`config.mk`:
```
export PLATFORM = sky130hd
export DESIGN_NAME = shift_subtract_integer_divider
export DESIGN_NICKNAME = d
export VERILOG_FILES = /design/src/rtl/sssd_pkg.sv /design/src/rtl/sssd_cell.sv /design/src/rtl/shift_subtract_integer_divider.sv
export SDC_FILE = /design/constraint.sdc
export NUM_CORES = 1
export LEC_CHECK = 0
export ABC_AREA = 1
export BUFFER_PORTS_ARGS = -buffer_cell sky130_fd_sc_hd__buf_2
export CORE_UTILIZATION = 44
export DETAILED_ROUTE_END_ITERATION = 8
export GPL_ROUTABILITY_DRIVEN = 0
export HOLD_SLACK_MARGIN = 0.02
export PLACE_DENSITY = 0.62
export SLEW_MARGIN = 25
export SYNTH_ARGS = -nofsm -noshare
export SYNTH_HDL_FRONTEND = slang
export SYNTH_SLANG_ARGS = --single-unit
```
`constraint.sdc`:
```
create_clock -name i_clk -period 15.1 [get_ports i_clk]
set_clock_uncertainty 0.15 [all_clocks]
set_input_delay 2.265 -clock i_clk [delete_from_list [all_inputs] [get_ports i_clk]]
set_output_delay 2.265 -clock i_clk [all_outputs]
set_load 0.02 [all_outputs]
```
`src/rtl/sssd_pkg.sv`:
```
// ----------------------------------------------------------------------------
// Shift-subtract divider package
// The default width constant and the control bundle that drives the row of divider cells.
// ----------------------------------------------------------------------------
package sssd_pkg;

    // Default operand width of the divider.
    localparam int unsigned DATA_WIDTH_DEF = 32;

    // Control broadcast from the sequencer to every bit cell.
    typedef struct packed {
        logic load;  // capture a new dividend and divisor bit, clear the remainder
        logic step;  // perform one shift-and-subtract iteration
        logic sub;   // this iteration keeps the difference (quotient bit is one)
    } t_cell_ctrl;

endpackage

```
`src/rtl/sssd_cell.sv`:
```
// ----------------------------------------------------------------------------
// Shift-subtract divider bit cell
// One bit slice of remainder, quotient and divisor with its borrow stage.
// ----------------------------------------------------------------------------
module sssd_cell (
    input  logic                 i_clk,
    input  sssd_pkg::t_cell_ctrl i_ctrl,
    input  logic                 i_num,
    input  logic                 i_den,
    input  logic                 i_rem_in,
    input  logic                 i_quo_in,
    input  logic                 i_borrow_in,
    output logic                 o_rem,
    output logic                 o_quo,
    output logic                 o_borrow
);
    import sssd_pkg::*;

    logic r_rem;
    logic r_quo;
    logic r_den;
    logic n_rem;
    logic n_quo;
    logic n_den;
    logic w_diff;

    // One bit of (shifted remainder - divisor).
    always_comb begin
        w_diff   = i_rem_in ^ r_den ^ i_borrow_in;
        o_borrow = (~i_rem_in & r_den) | (~(i_rem_in ^ r_den) & i_borrow_in);
    end

    always_comb begin
        n_rem = r_rem;
        n_quo = r_quo;
        n_den = r_den;
        if (i_ctrl.load) begin
            n_rem = 1'b0;
            n_quo = i_num;
            n_den = i_den;
        end else if (i_ctrl.step) begin
            n_rem = i_ctrl.sub ? w_diff : i_rem_in;
            n_quo = i_quo_in;
        end
    end

    always_ff @(posedge i_clk) begin
        r_rem <= n_rem;
        r_quo <= n_quo;
        r_den <= n_den;
    end

    assign o_rem = r_rem;
    assign o_quo = r_quo;

endmodule

```
`src/rtl/shift_subtract_integer_divider.sv`:
```
// The operands load at the accepting edge; the row of bit cells then iterates,
// one quotient bit per cycle, and the finishing state applies the sign and fills
// the output register once that register is free.
// A new transaction is taken only when idle or in the finishing state, so
// divisions do not overlap.
// Reset (i_rst_n, synchronous, active low) empties the sequencer and output
// register; the bit cells hold data only and are not reset.
// ----------------------------------------------------------------------------
// Shift-subtract integer divider
// Restoring radix-2 divider, unsigned or signed, built from a row of bit cells.
// ----------------------------------------------------------------------------
module shift_subtract_integer_divider #(
    parameter int unsigned DATA_WIDTH = sssd_pkg::DATA_WIDTH_DEF
) (
    input  logic                  i_clk,
    input  logic                  i_rst_n,
    input  logic                  i_in_valid,
    output logic                  o_in_ready,
    input  logic                  i_op,
    input  logic [DATA_WIDTH-1:0] i_dividend,
    input  logic [DATA_WIDTH-1:0] i_divisor,
    output logic                  o_out_valid,
    input  logic                  i_out_ready,
    output logic [DATA_WIDTH-1:0] o_quotient,
    output logic                  o_divide_by_zero
);
    import sssd_pkg::*;

    localparam int unsigned CNT_W = $clog2(DATA_WIDTH);

    typedef enum logic [1:0] {
        ST_IDLE,
        ST_RUN,
        ST_DONE
    } t_state;

    t_state              r_state;
    logic [CNT_W-1:0]    r_cnt;
    logic                r_neg;
    logic                r_dbz;
    logic                r_out_valid;
    logic [DATA_WIDTH-1:0] r_quotient;
    logic                r_out_dbz;

    logic                  w_accept;
    logic                  w_out_free;
    logic                  w_neg_a;
    logic                  w_neg_b;
    logic [DATA_WIDTH-1:0] w_mag_a;
    logic [DATA_WIDTH-1:0] w_mag_b;
    logic [DATA_WIDTH-1:0] w_rem;
    logic [DATA_WIDTH-1:0] w_quo;
    logic [DATA_WIDTH-1:0] w_borrow;
    logic [DATA_WIDTH-1:0] w_rem_sh;
    logic [DATA_WIDTH-1:0] w_quo_sh;
    logic [DATA_WIDTH-1:0] w_borrow_in;
    logic                  w_sub;
    t_cell_ctrl            w_ctrl;

    // The output register frees up when it is empty or is being drained this cycle.
    assign w_out_free = !r_out_valid || i_out_ready;

    // A new transaction enters when idle, or in the finishing cycle when the
    // current result can move into the output register at the same edge.
    assign o_in_ready = (r_state == ST_IDLE) || ((r_state == ST_DONE) && w_out_free);
    assign w_accept   = i_in_valid && o_in_ready;

    // Signed mode divides magnitudes; the sign is restored when the result leaves.
    assign w_neg_a = i_op && i_dividend[DATA_WIDTH-1];
    assign w_neg_b = i_op && i_divisor[DATA_WIDTH-1];
    assign w_mag_a = w_neg_a ? ((~i_dividend) + DATA_WIDTH'(1)) : i_dividend;
    assign w_mag_b = w_neg_b ? ((~i_divisor) + DATA_WIDTH'(1)) : i_divisor;

    // Neighbor wiring of the cell row. The remainder shifts left taking the top
    // dividend bit from the quotient register, while the quotient register shifts
    // left taking in the new quotient bit. The borrow ripples up from bit zero.
    assign w_rem_sh    = {w_rem[DATA_WIDTH-2:0], w_quo[DATA_WIDTH-1]};
    assign w_quo_sh    = {w_quo[DATA_WIDTH-2:0], w_sub};
    assign w_borrow_in = {w_borrow[DATA_WIDTH-2:0], 1'b0};

    // Subtract when the bit shifted out of the remainder was set (the shifted
    // value is then surely above the divisor) or the subtraction did not borrow.
    assign w_sub = w_rem[DATA_WIDTH-1] | ~w_borrow[DATA_WIDTH-1];

    always_comb begin
        w_ctrl.load = w_accept;
        w_ctrl.step = (r_state == ST_RUN);
        w_ctrl.sub  = w_sub;
    end

    for (genvar g = 0; g < DATA_WIDTH; g++) begin : g_cell
        sssd_cell u_cell (
            .i_clk       (i_clk),
            .i_ctrl      (w_ctrl),
            .i_num       (w_mag_a[g]),
            .i_den       (w_mag_b[g]),
            .i_rem_in    (w_rem_sh[g]),
            .i_quo_in    (w_quo_sh[g]),
            .i_borrow_in (w_borrow_in[g]),
            .o_rem       (w_rem[g]),
            .o_quo       (w_quo[g]),
            .o_borrow    (w_borrow[g])
        );
    end

    // Sequencer and output register.
    always_ff @(posedge i_clk) begin
        if (!i_rst_n) begin
            r_state     <= ST_IDLE;
            r_cnt       <= '0;
            r_out_valid <= 1'b0;
        end else begin
            // A finished division fills the output register whenever it is free;
            // otherwise a drained result empties it.
            if ((r_state == ST_DONE) && w_out_free) begin
                r_out_valid <= 1'b1;
            end else if (i_out_ready) begin
                r_out_valid <= 1'b0;
            end
            if (w_accept) begin
                r_neg <= w_neg_a ^ w_neg_b;
                r_dbz <= (i_divisor == '0);
            end
            case (r_state)
                ST_IDLE: begin
                    if (w_accept) begin
                        r_state <= ST_RUN;
                        r_cnt   <= '0;
                    end
                end
                ST_RUN: begin
                    r_cnt <= r_cnt + CNT_W'(1);
                    if (r_cnt == CNT_W'(DATA_WIDTH - 1)) begin
                        r_state <= ST_DONE;
                    end
                end
                ST_DONE: begin
                    if (w_out_free) begin
                        r_out_dbz   <= r_dbz;
                        if (r_dbz) begin
                            r_quotient <= '1;
                        end else if (r_neg) begin
                            r_quotient <= (~w_quo) + DATA_WIDTH'(1);
                        end else begin
                            r_quotient <= w_quo;
                        end
                        if (w_accept) begin
                            r_state <= ST_RUN;
                            r_cnt   <= '0;
                        end else begin
                            r_state <= ST_IDLE;
                        end
                    end
                end
                default: begin
                    r_state <= ST_IDLE;
                end
            endcase
        end
    end

    assign o_out_valid      = r_out_valid;
    assign o_quotient       = r_quotient;
    assign o_divide_by_zero = r_out_dbz;

`ifndef SYNTH
    // An accepted transaction always starts iterating at the next edge.
    a_accept_starts_run: assert property (@(posedge i_clk) disable iff (!i_rst_n)
        w_accept |=> (r_state == ST_RUN) && (r_cnt == '0))
        else $error("accepted transaction did not start the iteration");

    // The load clears the whole remainder before the first iteration.
    a_rem_cleared: assert property (@(posedge i_clk) disable iff (!i_rst_n)
        ((r_state == ST_RUN) && (r_cnt == '0)) |-> (w_rem == '0))
        else $error("remainder not cleared at start of division");

    // A zero divisor result always carries the all-ones quotient.
    a_dbz_ones: assert property (@(posedge i_clk) disable iff (!i_rst_n)
        (o_out_valid && o_divide_by_zero) |-> (&o_quotient))
        else $error("divide by zero result without all-ones quotient");

    // A new result only appears out of the finishing state.
    a_result_from_done: assert property (@(posedge i_clk) disable iff (!i_rst_n)
        $rose(o_out_valid) |-> ($past(r_state) == ST_DONE))
        else $error("result appeared outside the finishing state");
`endif

endmodule
```
# Word level (Yosys, flattened, before mapping)
# Cells that the tools add are included.
[op_classes]
add_sub_neg = 4
n_eq_ne = 6
n_mux = 109
n_bitwise = 226
n_reduce_logical = 16
[op_table]
columns = ["op", "count"]
rows = [
  ["two-way mux 1 bit", 99],
  ["adder 32 x 1 -> 32 bit, second input constant", 3],
  ["two-way mux 32 bit", 3],
  ["inverter 32 bit", 3],
  ["inverter 1 bit", 64],
  ["XOR 1 bit", 64],
  ["AND 1 bit", 63],
  ["zero test 32 bit", 1],
  ["bitwise OR 1 bit", 32],
  ["case mux 5 bit (3 select lines)", 1],
  ["two-way mux 5 bit", 2],
  ["two-way mux 2 bit", 3],
  ["!= test 2 bit, second input constant", 3],
  ["case mux 2 bit (3 select lines)", 1],
  ["AND reduction 3 bit", 2],
  ["adder 5 x 1 -> 5 bit, second input constant", 1],
  ["equality test 5 bit, second input constant", 1],
  ["logical AND 1 bit", 4],
  ["AND reduction 2 bit", 2],
  ["nonzero test 2 bit", 2],
  ["nonzero test 3 bit", 1],
  ["equality test 2 x 1 -> 1 bit, second input constant", 1],
  ["equality test 2 bit, second input constant", 1],
  ["zero test 2 bit", 1],
  ["other kinds (2)", 3],
]
[totals]
register_bits = 139
inputBits = 69
elab_cells = 464

# Logic depth before layout (Yosys ltp)
# Gate-level depths: netlist of run 1.
[logic_depth]
depth_word = 68
depth_mapped = 43
ltp_nobuf = 42

# Hierarchy
# A second synthesis of run 1 with hierarchy kept.
[unflattened]
cells_unflattened = 1349
hier_area_um2 = 9743.1
[by_module_without_submodules]
columns = ["module", "n_inst", "cells_per_inst", "area_per_inst_um2", "seq_area_each_um2"]
rows = [
  ["sssd_cell", 32, 19, 163.9, 80.1],
  ["shift_subtract_integer_divider", 1, 741, 4498.1, 1211.2],
]

# Worst setup path before layout of run 1
# Ideal clock, no wire load.
[synth_timing]
path_kind = "reg-to-reg"
start = "register g_cell[31].u_cell.r_quo"
end = "register g_cell[10].u_cell.r_rem"
arrival_ns = 12.860
required_time_ns = 14.837
path_slack_ns = 1.976
path_stages_with_launch = 43
n_path_buf = 1
cell_sequence = "edfxtp_1 inv_1 ha_1 inv_1 fa_1 inv_1 fa_1 fa_1 fa_1 fa_1 fa_1 fa_1 fa_1 fa_1 fa_1 fa_1 fa_1 fa_1 [7 not listed] fa_1 fa_1 fa_1 fa_1 fa_1 fa_1 fa_1 fa_1 fa_1 fa_1 fa_1 inv_1 nor2_1 inv_2 buf_1 a21oi_1 a21oi_1 inv_1"
[synth_between]
elab_chain_cells = 67
word_cells_on_any_way = 68
[synth_lines]
columns = ["element", "line", "text"]
rows = [
  ["start, declared", "sssd_cell.sv:20", "logic r_quo;"],
  ["start signal, assigned", "sssd_cell.sv:49", "r_quo <= n_quo;"],
  ["inverter 1 bit *", "sssd_cell.sv:30", "o_borrow = (~i_rem_in & r_den) | (~(i_rem_in ^ r_den) & i_borrow_in);"],
  ["AND 1 bit * (2 in series)", "sssd_cell.sv:30", ""],
  ["bitwise OR 1 bit *", "sssd_cell.sv:30", ""],
  ["AND 1 bit *", "sssd_cell.sv:30", ""],
  ["bitwise OR 1 bit *", "sssd_cell.sv:30", ""],
  ["AND 1 bit *", "sssd_cell.sv:30", ""],
  ["bitwise OR 1 bit *", "sssd_cell.sv:30", ""],
  ["AND 1 bit *", "sssd_cell.sv:30", ""],
  ["[50 not listed]", "n/a", ""],
  ["bitwise OR 1 bit", "sssd_cell.sv:30", ""],
  ["AND 1 bit", "sssd_cell.sv:30", ""],
  ["bitwise OR 1 bit", "sssd_cell.sv:30", ""],
  ["AND 1 bit", "sssd_cell.sv:30", ""],
  ["bitwise OR 1 bit", "sssd_cell.sv:30", ""],
  ["inverter 1 bit", "shift_subtract_integer_divider.sv:83", "assign w_sub = w_rem[DATA_WIDTH-1] | ~w_borrow[DATA_WIDTH-1];"],
  ["bitwise OR 1 bit", "shift_subtract_integer_divider.sv:83", ""],
  ["two-way mux 1 bit *", "sssd_cell.sv:42", "n_rem = i_ctrl.sub ? w_diff : i_rem_in;"],
  ["end signal, assigned", "sssd_cell.sv:48", "r_rem <= n_rem;"],
  ["end, declared", "sssd_cell.sv:19", "logic r_rem;"],
]
# Every way passes the cells marked *; elsewhere a longest branch is shown, timed or not.
# A chain may end at the register's enable or synchronous reset.

# Final worst setup path of run 1
[layout_timing]
start = "register g_cell[31].u_cell.r_quo"
end = "register g_cell[12].u_cell.r_rem"
[layout_between]
elab_chain_cells = 67
word_cells_on_any_way = 68
[layout_lines]
columns = ["element", "line"]
rows = [
  ["inverter 1 bit *", "sssd_cell.sv:30"],
  ["AND 1 bit * (2 in series)", "sssd_cell.sv:30"],
  ["bitwise OR 1 bit *", "sssd_cell.sv:30"],
  ["AND 1 bit *", "sssd_cell.sv:30"],
  ["bitwise OR 1 bit *", "sssd_cell.sv:30"],
  ["AND 1 bit *", "sssd_cell.sv:30"],
  ["bitwise OR 1 bit *", "sssd_cell.sv:30"],
  ["AND 1 bit *", "sssd_cell.sv:30"],
  ["[50 not listed]", "n/a"],
  ["bitwise OR 1 bit", "sssd_cell.sv:30"],
  ["AND 1 bit", "sssd_cell.sv:30"],
  ["bitwise OR 1 bit", "sssd_cell.sv:30"],
  ["AND 1 bit", "sssd_cell.sv:30"],
  ["bitwise OR 1 bit", "sssd_cell.sv:30"],
  ["inverter 1 bit", "shift_subtract_integer_divider.sv:83"],
  ["bitwise OR 1 bit", "shift_subtract_integer_divider.sv:83"],
  ["two-way mux 1 bit *", "sssd_cell.sv:42"],
  ["end signal, assigned", "sssd_cell.sv:48"],
  ["end, declared", "sssd_cell.sv:19"],
]
# Marks and branches as above.

==> results.md, run 1 <==
- The run finished with clean final reports.
- The peak per-stage delay on the critical path is 0.64 ns.
- The number of port buffers is 103.
- Summed over all layers, the routed wires come to 19850 um.
- The fraction of the core area covered by cells at the end of the flow is 51.66%.
- The number of nets with antenna violations after routing is 0.
- The post-route setup TNS is 0 ns.
- The hold violation count in the final report came to 0.
- For this design, the CTS-stage hold fixing added 0 buffers.
- Once routing completed, OpenROAD measured the worst setup slack at 0.8745 ns.
- The clock net in this run drives a total of 139 sinks.
- In the routed layout, each cell is associated on average with a via count of 4.955.
- Setup violations remaining at the end of the flow were counted as 0.
- Entering global routing, the biggest net connects 65 pins.
- The worst hold-check path type is flip-flop to flip-flop.
- At the worst endpoint, the required time is approximately 15 ns.
- The number of different library cells in the post-synthesis netlist is 42.
- The most used flip-flop cell after synthesis is sky130_fd_sc_hd__edfxtp_1.
- The power density of the placed cells is 99.98 nW/um2.
- The pre-CTS setup slack is 1.006 ns.
- The proportion of synthesized flip-flops having asynchronous set or reset is 0%.
- Including well taps, the total number of placed cells is between 1000 and 1500.
- The number of gates resized after CTS is 0.
- The clock reaches the later pin of the worst-skew pair after approximately 0.42 ns.
- The startpoint kind of the worst setup timing path is a flip-flop.
- The highest attainable clock frequency is between 0.07 and 0.08 GHz.
- The post-CTS clock slew at the launch and capture registers of the worst setup and hold paths is 0.06 ns.
- Row generation in the floorplan step produced 51 rows.
- The count of max-cap constraint violations is 0.
- In this run, CTS created clock tree buffers numbering 17.
- Setup repair after global routing left no endpoint under its margin.
- During synthesis, Yosys emitted a total of 0 warnings.
- The layer flagged by global routing as most heavily used is met2.
- The final critical path takes up 94.21% of the cycle.
- The proportion of layout cells with a drive suffix above 1 is 15.59%.
- The flip-flop and latch count after synthesis is roughly 140.
- The cell repeated most along the worst path is sky130_fd_sc_hd__fa_1.
- The count of TritonRoute iterations in the first routing pass is 5.
- The met2 routing resource usage after global routing is between 30% and 40%.
- The type of element capturing the critical path is a flip-flop.
- Detailed placement ended at an HPWL of 14800 um.
- The worst path arrival time is 14.44 ns.
- By startpoint and endpoint, the worst setup path is classified as flip-flop to flip-flop.
- The first global-routing pass estimated between 30000 and 40000 um of wire.
- The shortest clock period the worst path allows after layout is 14.23 ns.
- The area growth from synthesis to layout is 14.33%.
- The core region area is 19590 um2.
- Global routing used ~4.0% of the available met3 tracks.
- The number of buffers inserted by post-CTS setup repair is 0.
- The number of global-route vias before repair came to 6545.
- CTS built an H-tree with a depth of 4.
- The cell type of the slowest stage on the worst timing path is sky130_fd_sc_hd__inv_2.
- The worst hold slack is 0.3190 ns.
- The floorplan step set the die height to between 100 and 150 um.
- At the pin with the least slew margin, the transition time is 0.8871 ns.
- The met1 track demand over resource in global routing is 26.11%.
- In this run the mean area of a mapped cell was 8.055 um2.
- In the final routed layout, each cell accounts on average for 13.48 um.
- The routed layout has 7294 vias.
- The die is approximately 140 um wide.
- The peak fanout along the critical path is 64.
- The overall die area is 20690 um2.
- Global routing used 20.16% of the available tracks.
- Leaving out filler cells and counting taps, the final layout contains between 1000 and 1500.
- The normalized max-slew margin is 40.77%.
- Summing every instance area after synthesis gives 8852 um2.
- TritonCTS built the clock tree.
- The effective utilization at floorplan is 45.19%.
- In this run the count of I/O pins placed on the die edge is approximately 100.
- After detailed routing, the number of remaining DRC violations is 0.
- The total nets after synthesis is about 1200.
- The total count of max-transition violations in the final report is 0.
- The number of antenna violations at the first check in global routing is 2.
- The buffer levels on the longest clock path is 2.
- The DRC violation total after the first TritonRoute iteration is 453.
- The peak supply drop is 0.07509 mV.
- After the last flow step, the layout net total stands at 1300.
- The number of synthesized flops with an enable pin is 99.
- The cell at the root of the clock tree is sky130_fd_sc_hd__clkbuf_16.
- After technology mapping, the gate count stands at 1099.
- For this run the aggregate overflow at the end of global routing stands at 0.
- The fraction of the yosys area taken by sequential cells is between 40% and 50%.
- In this run the static leakage power is 4.377 nW.
report_power, final:
part	leakage [nW]	switching [mW]	internal [mW]
Clock	0.280	0.156	0.256
Combinational	2.83	0.0922	0.0470
Sequential	1.26	0.0206	0.440
final timing paths:
check | startpoint | to | slack [ns] | cells after the start
max | g_cell[31].u_cell.o_quo | g_cell[12].u_cell.o_rem | 0.87 | 42
min | r_cnt[4] | r_cnt[4] | 0.32 | 2
max reg2reg | g_cell[31].u_cell.o_quo | g_cell[12].u_cell.o_rem | 0.87 | 42
min reg2reg | r_cnt[4] | r_cnt[4] | 0.32 | 2
synthesized netlist by cell type, types with 2 or more instances:
library cell                 n  area [um2]
sky130_fd_sc_hd__nand2_1   224       840.8
sky130_fd_sc_hd__inv_1     162       608.1
sky130_fd_sc_hd__nor2_1    107       401.6
sky130_fd_sc_hd__edfxtp_1   99        2973
sky130_fd_sc_hd__nand3_1    97       485.5
sky130_fd_sc_hd__a21oi_1    85       425.4
sky130_fd_sc_hd__o21ai_0    80       400.4
sky130_fd_sc_hd__dfxtp_1    40       800.8
sky130_fd_sc_hd__fa_1       31       620.6
sky130_fd_sc_hd__xor2_1     27       236.5
sky130_fd_sc_hd__o21ai_1    14       70.07
sky130_fd_sc_hd__nand4_1    13       81.33
sky130_fd_sc_hd__nor2_2     12       75.07
sky130_fd_sc_hd__clkbuf_1   10       37.54
sky130_fd_sc_hd__nor3_1      8       40.04
sky130_fd_sc_hd__xnor2_1     8       70.07
sky130_fd_sc_hd__buf_2       7       35.03
sky130_fd_sc_hd__inv_2       7       26.28
sky130_fd_sc_hd__nand2_2     7       43.79
sky130_fd_sc_hd__buf_6       6       67.56
sky130_fd_sc_hd__ha_1        6       75.07
sky130_fd_sc_hd__nand2_4     6       67.56
sky130_fd_sc_hd__buf_4       5       37.54
sky130_fd_sc_hd__nand3_2     5       50.05
sky130_fd_sc_hd__nand3b_1    5       37.54
sky130_fd_sc_hd__o21ai_2     5       43.79
sky130_fd_sc_hd__nor2_4      3       33.78
sky130_fd_sc_hd__o211ai_1    3       22.52
sky130_fd_sc_hd__and3_1      2       12.51
sky130_fd_sc_hd__inv_4       2       12.51
sky130_fd_sc_hd__nor3_2      2       20.02
sequential cells by signal, summed over array words and instances (netlist names):
name,flops
g_cell.u_cell.r_den,32
o_out_valid,1
r_neg,1
o_quotient,32
g_cell.u_cell.o_rem,32
o_divide_by_zero,1
r_cnt,5
r_state,2
g_cell.u_cell.o_quo,32
r_dbz,1
per-stage QoR:
step,area (um2),total power [mW]
after floorplan,8852,0.5633
after global placement,9539,0.6054
after detailed placement,9539,0.6076
after CTS,10120,1.020
after global routing,10120,1.058
final,10120,1.012
cells in the final DEF (no fill, tap or decap), drive strengths merged:
cell,n
nand2,237
inv,172
nor2,122
buf,105
nand3,102
o21ai,100
edfxtp,99
a21oi,86
dfxtp,40
fa,31
xor2,27
clkbuf,17
nand4,14
nor3,10
xnor2,8
clkinv,8
ha,6
nand3b,5
o211ai,3
clkinvlp,3
bufinv,3
and3,2
diode,1
o21bai,1
nor4,1
nor3b,1
o22ai,1
a21o,1
o21a,1
critical path: cells and delay by family (launching register included):
kind | cells | cell delay [ns]
adder cells (fa/ha/maj) | 32 | 12.21
buffers and inverters | 6 | 0.97
AO/OA/AOI/OAI | 3 | 0.42
flip-flops | 1 | 0.37
AND/OR/NAND/NOR | 1 | 0.05
metal layers:
layer	wire (um)	part of all wire, %	vias to the layer above
li1	-	-	3778
met1	9184	46	3350
met2	9709	49	152
met3	754	3.8	12
met4	188	0.95	2
met5	11	0.055	-
kinds of logic (layout without fill, tap and decap cells):
logic type	count (synthesis)	count (layout)	synth area share, %
compound gates	193	193	11.56
xor+xnor	35	35	3.463
fa+ha+maj	37	37	7.859
buf+inv	201	308	9.399
flops	139	139	42.63
other cells	0	1	0
simple gates	494	494	25.09
cell type report:
class | instances | area (um2)
clock inverter | 14 | 153.9
inverter | 172 | 650.6
sequential | 139 | 3774
antenna | 1 | 2.502
multi-input combinational | 759 | 4253
clock buffer | 17 | 425.4
fill | 1926 | 9469
tap | 265 | 331.6
timing repair buffer | 105 | 530.5
Power figures use the tool's default switching activity.
==> run 2: changes to the inputs <==
--- a/config.mk
+++ b/config.mk
@@ -5,13 +5,14 @@
 export SDC_FILE = /design/constraint.sdc
 export NUM_CORES = 1
 export LEC_CHECK = 0
-export ABC_AREA = 1
 export BUFFER_PORTS_ARGS = -buffer_cell sky130_fd_sc_hd__buf_2
 export CORE_UTILIZATION = 44
 export DETAILED_ROUTE_END_ITERATION = 8
 export GPL_ROUTABILITY_DRIVEN = 0
 export HOLD_SLACK_MARGIN = 0.02
 export PLACE_DENSITY = 0.62
+export RECOVER_POWER = 100
+export SKIP_LAST_GASP = 1
 export SLEW_MARGIN = 25
 export SYNTH_ARGS = -nofsm -noshare
 export SYNTH_HDL_FRONTEND = slang
==> results.md, run 2 <==
- The flow ran to the end, but the final reports show violations.
- The checks that failed: capacitance limit, slew limit.
- The via count is 5904 (-19%).
- The peak supply drop is 0.08642 mV (+15%).
- The maximum level of the CTS H-tree is 4 (unchanged).
- The share of the cycle needed by the critical path after routing is 93.61% (-0.60 points).
- The launching point of the worst reg2reg path is g_cell[31].u_cell.o_quo.
- The detailed placement HPWL is 11910 um (-20%).
- The power density of the placed cells is 132.8 nW/um2 (+33%).
- The number of buffers inserted by post-CTS setup repair is 0 (unchanged).
- The combined area of all synthesized cells is 7983 um2 (-9.8%).
- The number of nets with antenna violations after routing was 0 (unchanged).
- The post-detailed-route DRC marker count came to 0 (unchanged).
- The total nets after synthesis came to 894 (-26%).
- The most common cell in the synthesized netlist is sky130_fd_sc_hd__edfxtp_1.
- The core region area was 17480 um2 (-11%).
- The remaining global-route overflow is 0 (unchanged).
- The worst path arrival time is 14.26 ns (-0.18 ns).
- The buffer levels on the longest clock path is 2 (unchanged).
- The highest attainable clock frequency is 0.07075 GHz (+0.64%).
- The proportion of layout cells with a drive suffix above 1 is 12.56% (-3.0 points).
- The post-route setup TNS is 0 ns (unchanged).
- The number of ports placed on the die boundary is 104 (unchanged).
- The timing startpoint of the critical path is g_cell[31].u_cell.o_quo.
- CTS placed an instance of sky130_fd_sc_hd__clkbuf_16 at the clock tree root.
- The worst-margin pin slew is 3.869 ns (+2.981 ns).
- The count of max-cap constraint violations is 3 (+3).
- The number of warnings printed during yosys synthesis came to 0 (unchanged).
- Leaving out fill and tap cells, the most frequent cells in the layout are sky130_fd_sc_hd__edfxtp_1 (99), sky130_fd_sc_hd__nand2_1 (85), sky130_fd_sc_hd__o21ai_0 (82), sky130_fd_sc_hd__buf_2 (64), sky130_fd_sc_hd__nor2_1 (57).
- The cell repeated most along the worst path is sky130_fd_sc_hd__fa_1.
- STA classifies the critical path startpoint as a flip-flop.
- The most critical setup path has its endpoint at g_cell[8].u_cell.o_rem.
- The total number of clock tree sinks is 139 (unchanged).
- The overall die area is 18690 um2 (-9.7%).
- The average footprint of a synthesized cell came to 10.13 um2 (+26%).
- The clock latency on the worst-skew pair is 0.42 ns (about the same).
- The combined global-route utilization of all metal layers is 19.14% (-1.0 points).
- The min-delay analysis places its worst path in the category flip-flop to flip-flop.
- The gate count after technology mapping came to 788 (-28%).
- The effective utilization at floorplan is 45.68% (+0.49 points).
- The area growth from synthesis to layout is 14.15%.
- The peak fanout along the critical path is 40 (-38%).
- STA classifies the critical path endpoint as a flip-flop.
- The share of Yosys cell area claimed by the top area cell type is 37.24% (+3.7 points).
- The CTS tree is done.
- The total count of max-transition violations in the final report came to 167 (+167).
- The wire length per cell is 14.83 um (+10%).
- The number of port buffers is 103 (unchanged).
- In the synthesized netlist the dominant register cell turns out to be sky130_fd_sc_hd__edfxtp_1.
- The number of nets in the layout was 985 (-24%).
- The hold violation count in the final report is 0 (unchanged).
- The library cell used most frequently in the layout, excluding fill and tap cells, is sky130_fd_sc_hd__edfxtp_1.
- The sum of routed wire length over all layers is 16580 um (-16%).
- The fraction of the yosys area taken by sequential cells came to 47.27% (+4.6 points).
- The endpoint identified for the worst register-to-register timing path is g_cell[8].u_cell.o_rem.
- The normalized max-slew margin is -157.9% (-200 points).
- Among all stages on the critical path, the largest delay is contributed by sky130_fd_sc_hd__fa_1.
- The leakage power is 3.165 nW (-28%).
- Setup repair after global routing left no endpoint under its margin.
- The maximum number of pins on one net before global-route repair is 99 (+52%).
- The slack of the worst reg-to-reg path came to 0.97 ns (+0.09 ns).
- In the synthesized netlist, the cells that appear most often are sky130_fd_sc_hd__edfxtp_1 (99), sky130_fd_sc_hd__nand2_1 (85), sky130_fd_sc_hd__o21ai_0 (81).
- The flip-flop and latch count after synthesis is 139 (unchanged).
- The final-report setup violation count is 0 (unchanged).
- The wire length of the first global-routing pass is 27380 um (-14%).
- The proportion of synthesized flip-flops having asynchronous set or reset is 0% (unchanged).
- The critical path in this run is classified as flip-flop to flip-flop.
- The number of different library cells in the post-synthesis netlist came to 51 (+21%).
- The number of global-route vias before repair is 5420 (-17%).
- By area the synthesized netlist is led by sky130_fd_sc_hd__edfxtp_1 (37%), sky130_fd_sc_hd__dfxtp_1 (10%), sky130_fd_sc_hd__fa_1 (7.8%).
- The shortest clock period the worst path allows after layout is 14.13 ns (-0.09074 ns).
- The depth of the most critical reg-to-reg path is 39 (-7.1%).
- The number of fill cells in the layout is 1617 (-16%).
- The number of synthesized flops with an enable pin came to 99 (unchanged).
- The DRC violation total after the first TritonRoute iteration is 421 (-7.1%).
- The overall die height is 136.7 um (-5.0%).
- The average vias per placed instance was 5.281 (+6.6%).
- The number of rows in the core area is 48 (-5.9%).
- The number of antenna violations at the first check in global routing is 2 (unchanged).
- The fraction of the core area covered by cells at the end of the flow is 52.14% (+0.48 points).
- The synthesized design spends more area on one cell type than any other, namely sky130_fd_sc_hd__edfxtp_1.
- The total clock buffers created by CTS is 17 (unchanged).
- The required time at the endpoint of the critical path is 15.23 ns (-0.08 ns).
- The horizontal die dimension is 136.7 um (-5.0%).
- The number of hold buffers added after cts is 0 (unchanged).
- The peak per-stage delay on the critical path is 0.42 ns (-0.22 ns).
- The post-CTS clock slew at the launch and capture registers of the worst setup and hold paths was 0.06 ns (about the same).
- The count of TritonRoute iterations in the first routing pass is 5 (unchanged).
- The number of gates resized after CTS came to 0 (unchanged).
-- run 2: cell types whose count changed in the layout (fill, tap and decap cells not counted), moves of 25 or more --
cell / change
sky130_fd_sc_hd__nand2_1: -139
sky130_fd_sc_hd__clkbuf_1: +43
sky130_fd_sc_hd__xor2_1: +25
sky130_fd_sc_hd__a21oi_1: -43
sky130_fd_sc_hd__xnor2_1: +30
sky130_fd_sc_hd__buf_2: -39
sky130_fd_sc_hd__inv_1: -118
sky130_fd_sc_hd__nand3_1: -57
sky130_fd_sc_hd__nor2_1: -50
-- run 2: where the power goes --
part	total [mW]	switching, mW	internal (mW)
clock network	0.374	0.165	0.208
logic	0.305	0.178	0.127
registers	0.531	0.0528	0.478
-- run 2: worst max-delay path: cells and delay by family, from the launching register on --
kind,cells,cell delay (ns)
adder cells (fa/ha/maj),32,12.27
buffers and inverters,4,0.56
AND/OR/NAND/NOR,1,0.38
flip-flops,1,0.34
AO/OA/AOI/OAI,2,0.28
-- run 2: per-stage QoR --
step	instances	hold slack, ns	worst slack, ns	cell area, um2	power, mW
2_1_floorplan	788	0.2764	1.950	7983	0.7581
3_3_place_gp	1085	0.3205	1.526	8702	0.8344
3_5_place_dp	1085	0.3242	1.266	8702	0.8456
4_1_cts	1117	0.3327	1.201	9229	1.221
5_1_grt	1117	0.3501	0.3535	9110	1.295
6_report	1118	0.3282	0.9652	9112	1.210
-- run 2: how the worst min path moves through the flow --
stage	endpoint	from	slack [ns]	depth (start not counted)
finish	r_cnt[4]	r_cnt[4]	0.33	2
global route	g_cell[31].u_cell.o_rem	g_cell[31].u_cell.o_rem	0.35	1
CTS	r_cnt[4]	r_cnt[4]	0.33	2
detailed placement	r_cnt[4]	r_cnt[4]	0.32	2
global placement	r_cnt[4]	r_cnt[4]	0.32	2
floorplan	o_divide_by_zero	r_dbz	0.28	0
-- run 2: cell families (layout without fill, tap and decap cells) --
group                    Yosys count  in the layout  synth area share [%]
AND/OR/NAND/NOR                  252            252                 15.92
AO/OA/AOI/OAI                    187            187                 14.22
flip-flops                       139            139                 47.27
XOR/XNOR                          90             90                 9.875
buffers and inverters             82            186                 3.871
adder cells (fa/ha/maj)           37             37                 8.715
multiplexers                       1              1                0.1254
other                              0              1                     0
-- run 2: layer usage --
layer,part of all wire [%],GRT usage [%],vias to the layer above
met1,50,28.23,2771
met4,1.2,5.617,2
met5,0.066,0,-
met2,44,27.78,120
met3,5.0,4.407,19
li1,-,-,2992
-- run 2: layout make-up --
type                            count  area (um2)  area share, %
Antenna cell                        1       2.502        0.02746
Clock buffer                       17       425.4          4.668
Sequential cell                   139        3774          41.41
Clock inverter                     15       101.3          1.112
Inverter                           44       165.2          1.812
Tap cell                          225       281.5          3.089
Multi-Input combinational cell    567        3859          42.35
Timing Repair Buffer              110       504.2          5.533
